File: src/rtl/core/least_loaded_backend_selector_defines.svh
// ---------------------------------------------------------------------------
// Least-loaded backend selector: assertion macros
// Checks are written through these macros and are compiled out when
// NO_ASSERTIONS is defined. They expect clk and rst_n in scope.
// ---------------------------------------------------------------------------
`ifndef LEAST_LOADED_BACKEND_SELECTOR_DEFINES_SVH
`define LEAST_LOADED_BACKEND_SELECTOR_DEFINES_SVH

`ifndef NO_ASSERTIONS

// Consequent must hold in the same cycle as the antecedent.
`define LLBS_ASSERT_SAME(lbl, ante, cons) \
  lbl: assert property (@(posedge clk) disable iff (!rst_n) (ante) |-> (cons)) \
    else $error("llbs check failed");

// Consequent must hold in the cycle after the antecedent.
`define LLBS_ASSERT_NEXT(lbl, ante, cons) \
  lbl: assert property (@(posedge clk) disable iff (!rst_n) (ante) |=> (cons)) \
    else $error("llbs check failed");

`else

`define LLBS_ASSERT_SAME(lbl, ante, cons)
`define LLBS_ASSERT_NEXT(lbl, ante, cons)

`endif

`endif

File: src/rtl/core/llbs_pkg.sv
// ---------------------------------------------------------------------------
// llbs_pkg
// Shared types and constants for the least-loaded backend selector.
// ---------------------------------------------------------------------------
`timescale 1ns / 1ps

package llbs_pkg;

  localparam int MAX_SERVERS_DEF = 16;
  localparam int COUNT_WIDTH_DEF = 32;

  localparam int PORT_W   = 16;
  localparam int SLOT_W   = 4;
  localparam int TOTAL_W  = 32;
  localparam int ACTIVE_W = 5;

  typedef enum logic [1:0] {
    ACT_LOAD   = 2'd0,
    ACT_PICK   = 2'd1,
    ACT_REPORT = 2'd2,
    ACT_MARK   = 2'd3
  } action_t;

  typedef struct packed {
    action_t              action;
    logic [SLOT_W-1:0]    slot;
    logic [PORT_W-1:0]    port;
    logic [TOTAL_W-1:0]   request_total;
    logic [TOTAL_W-1:0]   error_total;
  } in_item_t;

  typedef struct packed {
    logic [PORT_W-1:0] chosen_port;
    logic              none_live;
    logic              port_matched;
  } out_item_t;

  typedef enum logic [1:0] {
    ST_IDLE,
    ST_SCAN,
    ST_COMMIT
  } state_t;

  // controller -> datapath
  typedef struct packed {
    logic start;   // latch transaction, reset scan
    logic scan;    // step the table scan
    logic commit;  // write back entry, load result register
  } dp_cmd_t;

  // datapath -> controller
  typedef struct packed {
    logic scan_done;
    logic out_free;
  } dp_sts_t;

endpackage

File: src/rtl/core/least_loaded_backend_selector.sv
// Usage: one transaction in on in_valid/in_ready (in_data: action, slot, port,
// request_total, error_total), exactly one result out on out_valid/out_ready
// (out_data: chosen_port, none_live, port_matched). active_count is written
// through cfg_wr_en/cfg_wr_data; the user must do so only whilst the block is
// idle; the block itself does not enforce it. One transaction is handled at a time.
// With L = min(active_count, MAX_SERVERS) a pick, report or mark-down scans
// at most L table entries (one entry read per cycle from the single-read-port
// memory, one compare per cycle), ending early on a zero-count live entry or
// a port match; a load reads none. A commit cycle then writes the entry back
// and loads the result register. in_ready returns once the controller is
// back in idle, so a new transaction is not taken before the last one has
// committed.
// Reset (rst_n, synchronous, active low) clears active_count, the result
// valid bit and the per-entry valid bits, so every slot reads as port 0, up,
// zero counts. A stalled out_ready holds the result; a finished transaction
// waits in its commit cycle until the result register is free.
// ---------------------------------------------------------------------------
// least_loaded_backend_selector
// Least-connections backend selector: controller plus datapath.
// ---------------------------------------------------------------------------
`timescale 1ns / 1ps
`include "least_loaded_backend_selector_defines.svh"

module least_loaded_backend_selector #(
  parameter int MAX_SERVERS = llbs_pkg::MAX_SERVERS_DEF,
  parameter int COUNT_WIDTH = llbs_pkg::COUNT_WIDTH_DEF
) (
  input  logic                          clk,
  input  logic                          rst_n,
  input  logic                          cfg_wr_en,
  input  logic [llbs_pkg::ACTIVE_W-1:0] cfg_wr_data,
  input  logic                          in_valid,
  output logic                          in_ready,
  input  llbs_pkg::in_item_t            in_data,
  output logic                          out_valid,
  input  logic                          out_ready,
  output llbs_pkg::out_item_t           out_data
);

  llbs_pkg::dp_cmd_t cmd;
  llbs_pkg::dp_sts_t sts;

  llbs_ctrl u_ctrl (
    .clk      (clk),
    .rst_n    (rst_n),
    .in_valid (in_valid),
    .in_ready (in_ready),
    .sts      (sts),
    .cmd      (cmd)
  );

  llbs_dp #(
    .MAX_SERVERS (MAX_SERVERS),
    .COUNT_WIDTH (COUNT_WIDTH)
  ) u_dp (
    .clk         (clk),
    .rst_n       (rst_n),
    .cfg_wr_en   (cfg_wr_en),
    .cfg_wr_data (cfg_wr_data),
    .in_data     (in_data),
    .out_valid   (out_valid),
    .out_ready   (out_ready),
    .out_data    (out_data),
    .cmd         (cmd),
    .sts         (sts)
  );

  // a commit never overwrites a result still waiting downstream
  `LLBS_ASSERT_SAME(a_commit_free, cmd.commit, sts.out_free)
  // every commit presents a result on the next cycle
  `LLBS_ASSERT_NEXT(a_commit_out, cmd.commit, out_valid)
  // one transaction in flight: no new accept right after one
  `LLBS_ASSERT_NEXT(a_single_txn, in_valid && in_ready, !in_ready)
  // controller issues at most one command per cycle
  `LLBS_ASSERT_SAME(a_cmd_onehot, 1'b1, $onehot0({cmd.start, cmd.scan, cmd.commit}))

endmodule

File: src/rtl/core/llbs_ctrl.sv
// ---------------------------------------------------------------------------
// llbs_ctrl
// Sequencer: accept, scan the table, commit the write-back and result.
// ---------------------------------------------------------------------------
`timescale 1ns / 1ps

module llbs_ctrl (
  input  logic              clk,
  input  logic              rst_n,
  input  logic              in_valid,
  output logic              in_ready,
  input  llbs_pkg::dp_sts_t sts,
  output llbs_pkg::dp_cmd_t cmd
);

  llbs_pkg::state_t state_r;
  llbs_pkg::state_t state_nxt;

  always_ff @(posedge clk) begin
    if (!rst_n) begin
      state_r <= llbs_pkg::ST_IDLE;
    end else begin
      state_r <= state_nxt;
    end
  end

  always_comb begin
    state_nxt  = state_r;
    in_ready   = 1'b0;
    cmd.start  = 1'b0;
    cmd.scan   = 1'b0;
    cmd.commit = 1'b0;
    case (state_r)
      llbs_pkg::ST_IDLE: begin
        in_ready = 1'b1;
        if (in_valid) begin
          cmd.start = 1'b1;
          state_nxt = llbs_pkg::ST_SCAN;
        end
      end
      llbs_pkg::ST_SCAN: begin
        cmd.scan = 1'b1;
        if (sts.scan_done) begin
          state_nxt = llbs_pkg::ST_COMMIT;
        end
      end
      llbs_pkg::ST_COMMIT: begin
        // hold until the result register can take the new result
        if (sts.out_free) begin
          cmd.commit = 1'b1;
          state_nxt  = llbs_pkg::ST_IDLE;
        end
      end
      default: begin
        state_nxt = llbs_pkg::ST_IDLE;
      end
    endcase
  end

endmodule

File: src/rtl/core/llbs_dp.sv
// ---------------------------------------------------------------------------
// llbs_dp
// Server table memory, scan/compare unit, write-back and result register.
// ---------------------------------------------------------------------------
`timescale 1ns / 1ps

module llbs_dp #(
  parameter int MAX_SERVERS = llbs_pkg::MAX_SERVERS_DEF,
  parameter int COUNT_WIDTH = llbs_pkg::COUNT_WIDTH_DEF
) (
  input  logic                            clk,
  input  logic                            rst_n,
  input  logic                            cfg_wr_en,
  input  logic [llbs_pkg::ACTIVE_W-1:0]   cfg_wr_data,
  input  llbs_pkg::in_item_t              in_data,
  output logic                            out_valid,
  input  logic                            out_ready,
  output llbs_pkg::out_item_t             out_data,
  input  llbs_pkg::dp_cmd_t               cmd,
  output llbs_pkg::dp_sts_t               sts
);

  localparam int IDX_W     = (MAX_SERVERS > 1) ? $clog2(MAX_SERVERS) : 1;
  localparam int CNT_W     = $clog2(MAX_SERVERS + 1);
  localparam int CMP_W     = (CNT_W > llbs_pkg::ACTIVE_W) ? CNT_W : llbs_pkg::ACTIVE_W;
  localparam int E_ERR_LO  = 0;
  localparam int E_REQ_LO  = COUNT_WIDTH;
  localparam int E_DOWN    = 2 * COUNT_WIDTH;
  localparam int E_PORT_LO = 2 * COUNT_WIDTH + 1;
  localparam int ENT_W     = E_PORT_LO + llbs_pkg::PORT_W;

  // configuration
  logic [llbs_pkg::ACTIVE_W-1:0] cfg_active_r;

  // latched transaction
  llbs_pkg::in_item_t item_r;

  // table: memory plus per-entry valid bits (invalid reads as zero)
  logic [ENT_W-1:0]       mem [MAX_SERVERS];
  logic [MAX_SERVERS-1:0] vld_r;

  // scan pipeline
  logic [CNT_W-1:0]  scan_idx_r;
  logic              ev_vld_r;
  logic [IDX_W-1:0]  ev_idx_r;
  logic [ENT_W-1:0]  rd_ent_r;
  logic              rd_vbit_r;

  // best / matched entry
  logic                        found_r;
  logic [IDX_W-1:0]            best_idx_r;
  logic [llbs_pkg::PORT_W-1:0] best_port_r;
  logic [COUNT_WIDTH-1:0]      best_req_r;
  logic [COUNT_WIDTH-1:0]      best_err_r;

  // result register
  logic                out_valid_r;
  llbs_pkg::out_item_t out_data_r;

  logic [CMP_W-1:0]            act_ext;
  logic [CMP_W-1:0]            max_ext;
  logic [CNT_W-1:0]            lim;
  logic                        more;
  logic                        issue;
  logic [ENT_W-1:0]            ent;
  logic [llbs_pkg::PORT_W-1:0] ent_port;
  logic                        ent_down;
  logic [COUNT_WIDTH-1:0]      ent_req;
  logic [COUNT_WIDTH-1:0]      ent_err;
  logic                        is_pick;
  logic                        hit_now;
  logic                        upd_now;
  logic                        better;
  logic [COUNT_WIDTH-1:0]      req_clamp;
  logic [COUNT_WIDTH-1:0]      err_clamp;
  logic [COUNT_WIDTH-1:0]      req_inc;
  logic                        wr_en;
  logic [IDX_W-1:0]            wr_addr;
  logic [ENT_W-1:0]            wr_data;
  llbs_pkg::out_item_t         res;

  // scan limit: min(active_count, MAX_SERVERS); loads do not scan
  assign act_ext = CMP_W'(cfg_active_r);
  assign max_ext = CMP_W'(MAX_SERVERS);
  always_comb begin
    if (item_r.action == llbs_pkg::ACT_LOAD) begin
      lim = '0;
    end else if (act_ext > max_ext) begin
      lim = CNT_W'(max_ext);
    end else begin
      lim = CNT_W'(act_ext);
    end
  end

  assign more  = (scan_idx_r < lim);
  assign issue = cmd.scan && more;

  assign ent      = rd_vbit_r ? rd_ent_r : '0;
  assign ent_port = ent[E_PORT_LO +: llbs_pkg::PORT_W];
  assign ent_down = ent[E_DOWN];
  assign ent_req  = ent[E_REQ_LO +: COUNT_WIDTH];
  assign ent_err  = ent[E_ERR_LO +: COUNT_WIDTH];

  assign is_pick = (item_r.action == llbs_pkg::ACT_PICK);
  assign better  = !found_r || (ent_req < best_req_r) ||
                   ((ent_req == best_req_r) && (ent_err < best_err_r));

  always_comb begin
    hit_now = 1'b0;
    upd_now = 1'b0;
    if (ev_vld_r) begin
      if (is_pick) begin
        hit_now = !ent_down && (ent_req == '0);
        upd_now = !ent_down && (hit_now || better);
      end else begin
        hit_now = (ent_port == item_r.port);
        upd_now = hit_now;
      end
    end
  end

  assign sts.scan_done = hit_now || !more;
  assign sts.out_free  = !out_valid_r || out_ready;

  // reported totals saturate at the count width
  assign req_clamp = ((item_r.request_total >> COUNT_WIDTH) != '0) ? '1
                     : COUNT_WIDTH'(item_r.request_total);
  assign err_clamp = ((item_r.error_total >> COUNT_WIDTH) != '0) ? '1
                     : COUNT_WIDTH'(item_r.error_total);
  assign req_inc   = (best_req_r == '1) ? best_req_r : best_req_r + COUNT_WIDTH'(1);

  always_comb begin
    wr_en   = 1'b0;
    wr_addr = best_idx_r;
    wr_data = {best_port_r, 1'b0, best_req_r, best_err_r};
    res     = '0;
    case (item_r.action)
      llbs_pkg::ACT_LOAD: begin
        wr_en   = cmd.commit && (32'(item_r.slot) < MAX_SERVERS);
        wr_addr = IDX_W'(item_r.slot);
        wr_data = {item_r.port, 1'b0, {COUNT_WIDTH{1'b0}}, {COUNT_WIDTH{1'b0}}};
      end
      llbs_pkg::ACT_PICK: begin
        wr_en           = cmd.commit && found_r;
        wr_data         = {best_port_r, 1'b0, req_inc, best_err_r};
        res.chosen_port = found_r ? best_port_r : '0;
        res.none_live   = !found_r;
      end
      llbs_pkg::ACT_REPORT: begin
        wr_en            = cmd.commit && found_r;
        wr_data          = {best_port_r, 1'b0, req_clamp, err_clamp};
        res.port_matched = found_r;
      end
      llbs_pkg::ACT_MARK: begin
        wr_en            = cmd.commit && found_r;
        wr_data          = {best_port_r, 1'b1, best_req_r, best_err_r};
        res.port_matched = found_r;
      end
      default: begin
        wr_en = 1'b0;
      end
    endcase
  end

  // control state
  always_ff @(posedge clk) begin
    if (!rst_n) begin
      cfg_active_r <= '0;
      vld_r        <= '0;
      scan_idx_r   <= '0;
      ev_vld_r     <= 1'b0;
      found_r      <= 1'b0;
      out_valid_r  <= 1'b0;
    end else begin
      if (cfg_wr_en) begin
        cfg_active_r <= cfg_wr_data;
      end
      if (wr_en) begin
        vld_r[wr_addr] <= 1'b1;
      end
      if (cmd.start) begin
        scan_idx_r <= '0;
        ev_vld_r   <= 1'b0;
        found_r    <= 1'b0;
      end else if (cmd.scan) begin
        ev_vld_r <= more;
        if (more) begin
          scan_idx_r <= scan_idx_r + CNT_W'(1);
        end
        if (upd_now) begin
          found_r <= 1'b1;
        end
      end
      if (cmd.commit) begin
        out_valid_r <= 1'b1;
      end else if (out_ready) begin
        out_valid_r <= 1'b0;
      end
    end
  end

  // table memory: one write port, one registered read port
  always_ff @(posedge clk) begin
    if (wr_en) begin
      mem[wr_addr] <= wr_data;
    end
    if (issue) begin
      rd_ent_r  <= mem[scan_idx_r[IDX_W-1:0]];
      rd_vbit_r <= vld_r[scan_idx_r[IDX_W-1:0]];
    end
  end

  // payload registers
  always_ff @(posedge clk) begin
    if (cmd.start) begin
      item_r <= in_data;
    end
    if (cmd.scan) begin
      ev_idx_r <= scan_idx_r[IDX_W-1:0];
      if (upd_now) begin
        best_idx_r  <= ev_idx_r;
        best_port_r <= ent_port;
        best_req_r  <= ent_req;
        best_err_r  <= ent_err;
      end
    end
    if (cmd.commit) begin
      out_data_r <= res;
    end
  end

  assign out_valid = out_valid_r;
  assign out_data  = out_data_r;

endmodule

File: config.mk
export PLATFORM = sky130hd
export DESIGN_NAME = least_loaded_backend_selector
export DESIGN_NICKNAME = d
export VERILOG_FILES = /design/src/rtl/core/llbs_pkg.sv /design/src/rtl/core/least_loaded_backend_selector.sv /design/src/rtl/core/llbs_ctrl.sv /design/src/rtl/core/llbs_dp.sv
export VERILOG_INCLUDE_DIRS = /design/src /design/src/rtl/core
export SDC_FILE = /design/constraint.sdc
export NUM_CORES = 2
export LEC_CHECK = 0
export BUFFER_PORTS_ARGS = -buffer_cell sky130_fd_sc_hd__buf_2
export CAP_MARGIN = 10
export CELL_PAD_IN_SITES_DETAIL_PLACEMENT = 0
export CELL_PAD_IN_SITES_GLOBAL_PLACEMENT = 2
export CORE_MARGIN = 4
export CORE_UTILIZATION = 45
export CTS_CLUSTER_DIAMETER = 40
export DETAILED_ROUTE_END_ITERATION = 12
export HOLD_SLACK_MARGIN = 0.03
export PLACE_DENSITY = 0.82
export SYNTH_ARGS = -nofsm -noshare
export SYNTH_HDL_FRONTEND = slang
export SYNTH_SLANG_ARGS = --single-unit
File: constraint.sdc
create_clock -name clk -period 11.8 [get_ports clk]
set_input_delay 0.59 -clock clk [delete_from_list [all_inputs] [get_ports clk]]
set_output_delay 0.59 -clock clk [all_outputs]
set_load 0.01 [all_outputs]
Yosys cells after proc, flatten, opt, wreduce, memory -nomap -nowiden
Memory sizes are Yosys's and may differ from the RTL's. A register that Yosys moved wholly into a read port is not among the register bits.
Cells that the tools add are included.

cells by class
  add/subtract/negate cells = 2
  magnitude comparators = 7
  equal/unequal tests = 11
  muxes and demuxes = 29
  bitwise logic cells = 2
  reductions and logical operators = 26

operators with widths
  cell                     number
  $pmux W81 S4             1
  $mux W81                 1
  $lt A32 B32 Y1           2
  $add A32 B1 Y32 const B  1
  $eq A32 B32 Y1           1
  $eq A32 B32 Y1 const B   1
  $logic_not A32 Y1        1
  $mux W32                 1
  $eq A16 B16 Y1           1
  $mux W1                  16
  $or A16 B16 Y16          1
  $lt A4 B5 Y1 const B     2
  $mux W5                  2
  $eq A2 B2 Y1 const B     3
  $logic_and A1 B1 Y1      6
  $mux W2                  3
  $ne A2 B2 Y1 const B     3
  $pmux W2 S3              1
  $reduce_and A2 Y1        3
  $add A5 B1 Y5 const B    1
  $gt A5 B5 Y1 const B     1
  $logic_or A1 B1 Y1       5
  $lt A5 B5 Y1             1
  $bmux W1 S4              1
  other kinds (12)         18

storage, ports and cells
  register bits = 224
  memory bits (writable) = 1,296
  input port bits = 96
  output and inout port bits = 20
  memories = 1

memories
  name      depth  width  rd ports  clocked after Yosys merged registers in  wr ports  line           RTL
  u_dp.mem  16     81     1         1                                        1         llbs_dp.sv:39  logic [ENT_W-1:0] mem [MAX_SERVERS];

Longest topological paths before layout
  word-level depth = 9
  gate-level depth with buffers = 12

By module
From an unflattened synthesis, not the netlist that was laid out.

unflattened totals
  cells, all modules = 2,886
  area total of the unflattened synthesis = 62,626.3 µm²

by module, submodules not included
  module     times used  cells each  area an instance (µm²)  seq. area each (µm²)
  llbs_dp    1           2,874       62,521.2                47,725.8
  llbs_ctrl  1           12          105.1                   40.0

Least setup slack after synthesis
Ideal clock, no wire load.

  path kind = reg2reg
  start = register u_dp.item_r[85] (netlist bit)
  end = register u_dp.scan_idx_r[3]
  setup time = 0.065 ns
  data arrival time = 6.333 ns
  path slack = 5.401 ns
  stages on the path, launching flop included = 13
  buffers on the path = 3
  path through = edfxtp_1 -> clkbuf_1 -> or2_2 -> clkbuf_1 -> clkbuf_1 -> nand2_1 -> ha_1 -> a21oi_1 -> nand2_1 -> nor2_1 -> nand4_1 -> xor2_1 -> nor2_1

on the way
  cells in the longest elaborated chain, start to end = 4

RTL lines
  item                                line            RTL
  from (decl)                         llbs_dp.sv:36   llbs_pkg::in_item_t item_r;
  from (signal assigned)              llbs_dp.sv:216  item_r <= in_data;
  $logic_not A2 Y1                    llbs_dp.sv:86   if (item_r.action == llbs_pkg::ACT_LOAD) begin
  $mux W5                             llbs_dp.sv:86
  $lt A5 B5 Y1                        llbs_dp.sv:95   assign more = (scan_idx_r < lim);
  $reduce_and A2 Y1 (no source line)  --
  to (signal assigned)                llbs_dp.sv:188  scan_idx_r <= scan_idx_r + CNT_W'(1);
  to (decl)                           llbs_dp.sv:43   logic [CNT_W-1:0] scan_idx_r;

No other way between the ends.
A chain may end at the register's enable or synchronous reset.

Worst setup path after layout
  start = register u_dp.rd_vbit_r
  end = register u_dp.best_req_r[26] (enable)

on the way
  cells in the longest elaborated chain, start to end = 9

RTL lines
  item                                line            RTL
  from (decl)                         llbs_dp.sv:47   logic rd_vbit_r;
  from (signal assigned)              llbs_dp.sv:209  rd_vbit_r <= vld_r[scan_idx_r[IDX_W-1:0]];
  $mux W81                            llbs_dp.sv:98   assign ent = rd_vbit_r ? rd_ent_r : '0;
  named net u_dp.ent[9]               llbs_dp.sv:65   logic [ENT_W-1:0] ent;
  $lt A32 B32 Y1                      llbs_dp.sv:106  ((ent_req == best_req_r) && (ent_err < best_err_r));
  $logic_and A1 B1 Y1                 llbs_dp.sv:106
  $logic_or A1 B1 Y1                  llbs_dp.sv:105  assign better = !found_r || (ent_req < best_req_r) ||
  $logic_or A1 B1 Y1                  llbs_dp.sv:114  upd_now = !ent_down && (hit_now || better);
  $logic_and A1 B1 Y1                 llbs_dp.sv:114
  $mux W1                             llbs_dp.sv:112  if (is_pick) begin
  $mux W1                             llbs_dp.sv:111  if (ev_vld_r) begin
  $reduce_and A2 Y1 (no source line)  --
  to (signal assigned)                llbs_dp.sv:223  best_req_r <= ent_req;
  to (decl)                           llbs_dp.sv:53   logic [COUNT_WIDTH-1:0] best_req_r;

The timed path passes the listed nets, and every way through them passes these cells.

==> reports/qor.csv <==
metric,value,unit
status,finished clean,
cp_max_fo,58,
end_kind,register,
setup_viol,0,
cts_made_buffers,196,
synth_edf_count,1570,
fin_nets,3408,
die_w,381,microns
clk_latency,790,ps
rows,136,
grt_pass1_vias,31907,
seqCellArea,47800,sq um
p_leak,23.3,nW
mappedNetlistNets,3082,
fin_tns_setup,0,ps
syn_avg_cell_area,21.5,sq um
grt_pass1_wl,220000,microns
routed_wl,151000,microns
yosys_warnings,0,
multi_input_area,14200,sq um
viasPerCell,5.96,
ys.flop_type,edfxtp_1,
hold_violations,0,
synth_seq_cells,1601,
ios,116,
holdWs,93.4,ps
cts_root_buffer,clkbuf_16,
die_height,381,microns
crit_chain,buf_4 -> and2_1 -> ha_1 -> a21oi_1 -> nor2_1 -> a211oi_1 -> o2111ai_1 -> a221oi_1 -> o21a_1 -> o31a_2 -> buf_4,
final_area,73000,sq um
synth_area,62600,sq um
syn2layout_area_growth,16.6,%
dieArea,145000,sq um
slew_headroom,18.7,%
start_util,45.4,%
skew,34.8,ps
slew_viol_final,0,
max_freq,200,MHz
grt_usage,20.8,%
period_needed,4990,ps
worst-path-buf-inv,2,
cts_tree,yes,
ant_nets,0,
n_antenna_cell,0,
placed_area,65600,sq um
synthCells,2917,
core,138000,sq um
wl_per_cell,29.0,microns
fillers,10427,
postSynth.asyncResetShare,0,%
cts_resized,0,
dp_cells,4751,
hp-class,in2reg,
holdBufCountCts,87,
drt-initial-drc-count,3615,
antenna_found_initial,5,
grt_max_degree,148,
dp_hpwl,83600,microns
peakVddDrop,0.128,mV
cpMostUsedCell,buf_4,
rsz0062_at_grt,no,
grt_overflow,0,
path_delay_family,compound AO/OA/AOI/OAI gates,
port_buffers,115,
cts_num_sinks,1601,
place_congestion,0.852,
path_class,reg2reg,
clk_pin_slew,50,ps
synth_cell_types,67,
drive_gt1_share,27.5,%
start_kind,register,
p_per_area,180,nW/um^2
period_share,42.3,%
crit_path_top_delay_cell,o31a_2,
dr_total_vias,31013,
crit_arrival,5400,ps
ys_seq_area_share,76.3,%
maxCapViolations,0,
tightest_slew,1220,ps
drt_first_pass_iters,6,
clock_path_buffers,3,
max_stage_delay,850,ps
final_util,53.0,%
drc,0,
worstPathRequired,12200,ps
cts_htree_levels,4,
final_cells,5202,
postCtsSetupBuffers,0,
==> power breakdown <==
part | internal [mW] | switching, mW | total [mW]
Sequential | 6.45 | 0.0769 | 6.53
Combinational | 0.271 | 0.447 | 0.718
Clock | 3.50 | 2.39 | 5.90
Total | 10.2 | 2.92 | 13.1
==> sequential cells by signal, summed over array words and instances (netlist names) <==
signal and cells:
u_dp.mem 1296, u_dp.rd_ent_r 81, u_dp.best_err_r 32, u_dp.best_req_r 32
u_dp.err_clamp 32, u_dp.req_clamp 32, u_dp.item_r 22, u_dp.out_data 18
u_dp.best_port_r 16, u_dp.vld_r 16, u_dp.act_ext 5, u_dp.scan_idx_r 5
u_dp.best_idx_r 4, u_dp.ev_idx_r 4, u_ctrl.state_r 2, u_dp.ev_vld_r 1
u_dp.found_r 1, u_dp.out_valid 1, u_dp.rd_vbit_r 1
==> routing by layer <==
metal	GRT usage [%]	share of wire (%)	vias up
met4	6.40	2.9	0
met1	28.7	40	16430
met3	4.64	8.1	275
met5	0	0	-
met2	33.4	49	1430
li1	-	-	12878
==> synth_stat cells (7+ instances only) <==
| cell type | instances | area share, % |
|---|---|---|
| xnor2_1 | 19 | 0.27 |
| nor2b_1 | 12 | 0.12 |
| dfxtp_1 | 31 | 0.99 |
| mux2i_1 | 8 | 0.13 |
| a21oi_1 | 38 | 0.30 |
| inv_1 | 70 | 0.42 |
| mux2_2 | 10 | 0.18 |
| nand2b_1 | 11 | 0.11 |
| buf_2 | 15 | 0.12 |
| o21ai_0 | 16 | 0.13 |
| clkbuf_1 | 100 | 0.60 |
| and2_1 | 85 | 0.85 |
| nand3_1 | 28 | 0.22 |
| edfxtp_1 | 1570 | 75 |
| a22o_1 | 51 | 0.71 |
| nor4_1 | 11 | 0.11 |
| mux4_2 | 410 | 15 |
| nand4_1 | 25 | 0.25 |
| a21o_1 | 7 | 0.084 |
| and3_1 | 24 | 0.24 |
| nor3_1 | 19 | 0.15 |
| nand2_1 | 99 | 0.59 |
| buf_1 | 21 | 0.13 |
| nor2_1 | 49 | 0.29 |
| ha_1 | 69 | 1.4 |
| o21a_1 | 19 | 0.23 |
==> path summary, 6_finish.rpt <==
kind                              startpoint                            end  slack, ps  depth (start not counted)
setup reg to reg    u_dp.rd_vbit_r$_DFFE_PP_  u_dp.best_req_r[26]$_DFFE_PP_       6810                         11
setup / recovery    u_dp.rd_vbit_r$_DFFE_PP_  u_dp.best_req_r[26]$_DFFE_PP_       6810                         11
hold / removal                   in_data[14]   u_dp.err_clamp[14]$_DFFE_PP_         90                          1
hold reg to reg   u_dp.ev_idx_r[0]$_DFFE_PP_   u_dp.best_idx_r[0]$_DFFE_PP_        420                          0
==> cell families after synthesis <==
group / count (synthesis) / share of synthesized area [%]
DFF: 1601 / 76.3
muxes: 428 / 15.1
and+or+nand+nor: 398 / 3.45
buffers and inverters: 208 / 1.29
AOI/OAI and AO/OA: 188 / 2.20
adders and majority gates: 69 / 1.38
xor gates and xnor gates: 25 / 0.350
==> area by class of cell <==
cell class	instances	area share [%]
repair buffers	266	2.74
well taps	1794	3.07
inverters	70	0.360
flip-flops and latches	1601	65.5
clock buffers	236	7.03
multi-input cells	1108	19.5
clock inverters	127	1.88
==> metrics by stage <==
step	total power, mW	setup WS, ps
CTS	13.3	6700
global placement	7.32	6690
detailed placement	7.35	6710
global route	13.6	6450
floorplan	7.07	5400
finish	13.1	6810
==> cell usage in the layout, fill, tap and decap left out, types with 25 or more instances in the layout <==
master,count
a21oi_1,38
dfxtp_1,27
clkbuf_1,36
nor2_1,31
buf_4,59
clkinv_1,28
ha_1,69
a22o_1,51
inv_1,70
edfxtp_1,1570
mux4_2,410
nand3_1,28
and2_1,84
nand4_1,25
dlygate4sd3_1,87
buf_2,115
nand2_1,99
clkbuf_16,199
Note: power is estimated with default switching activity, not from simulation.
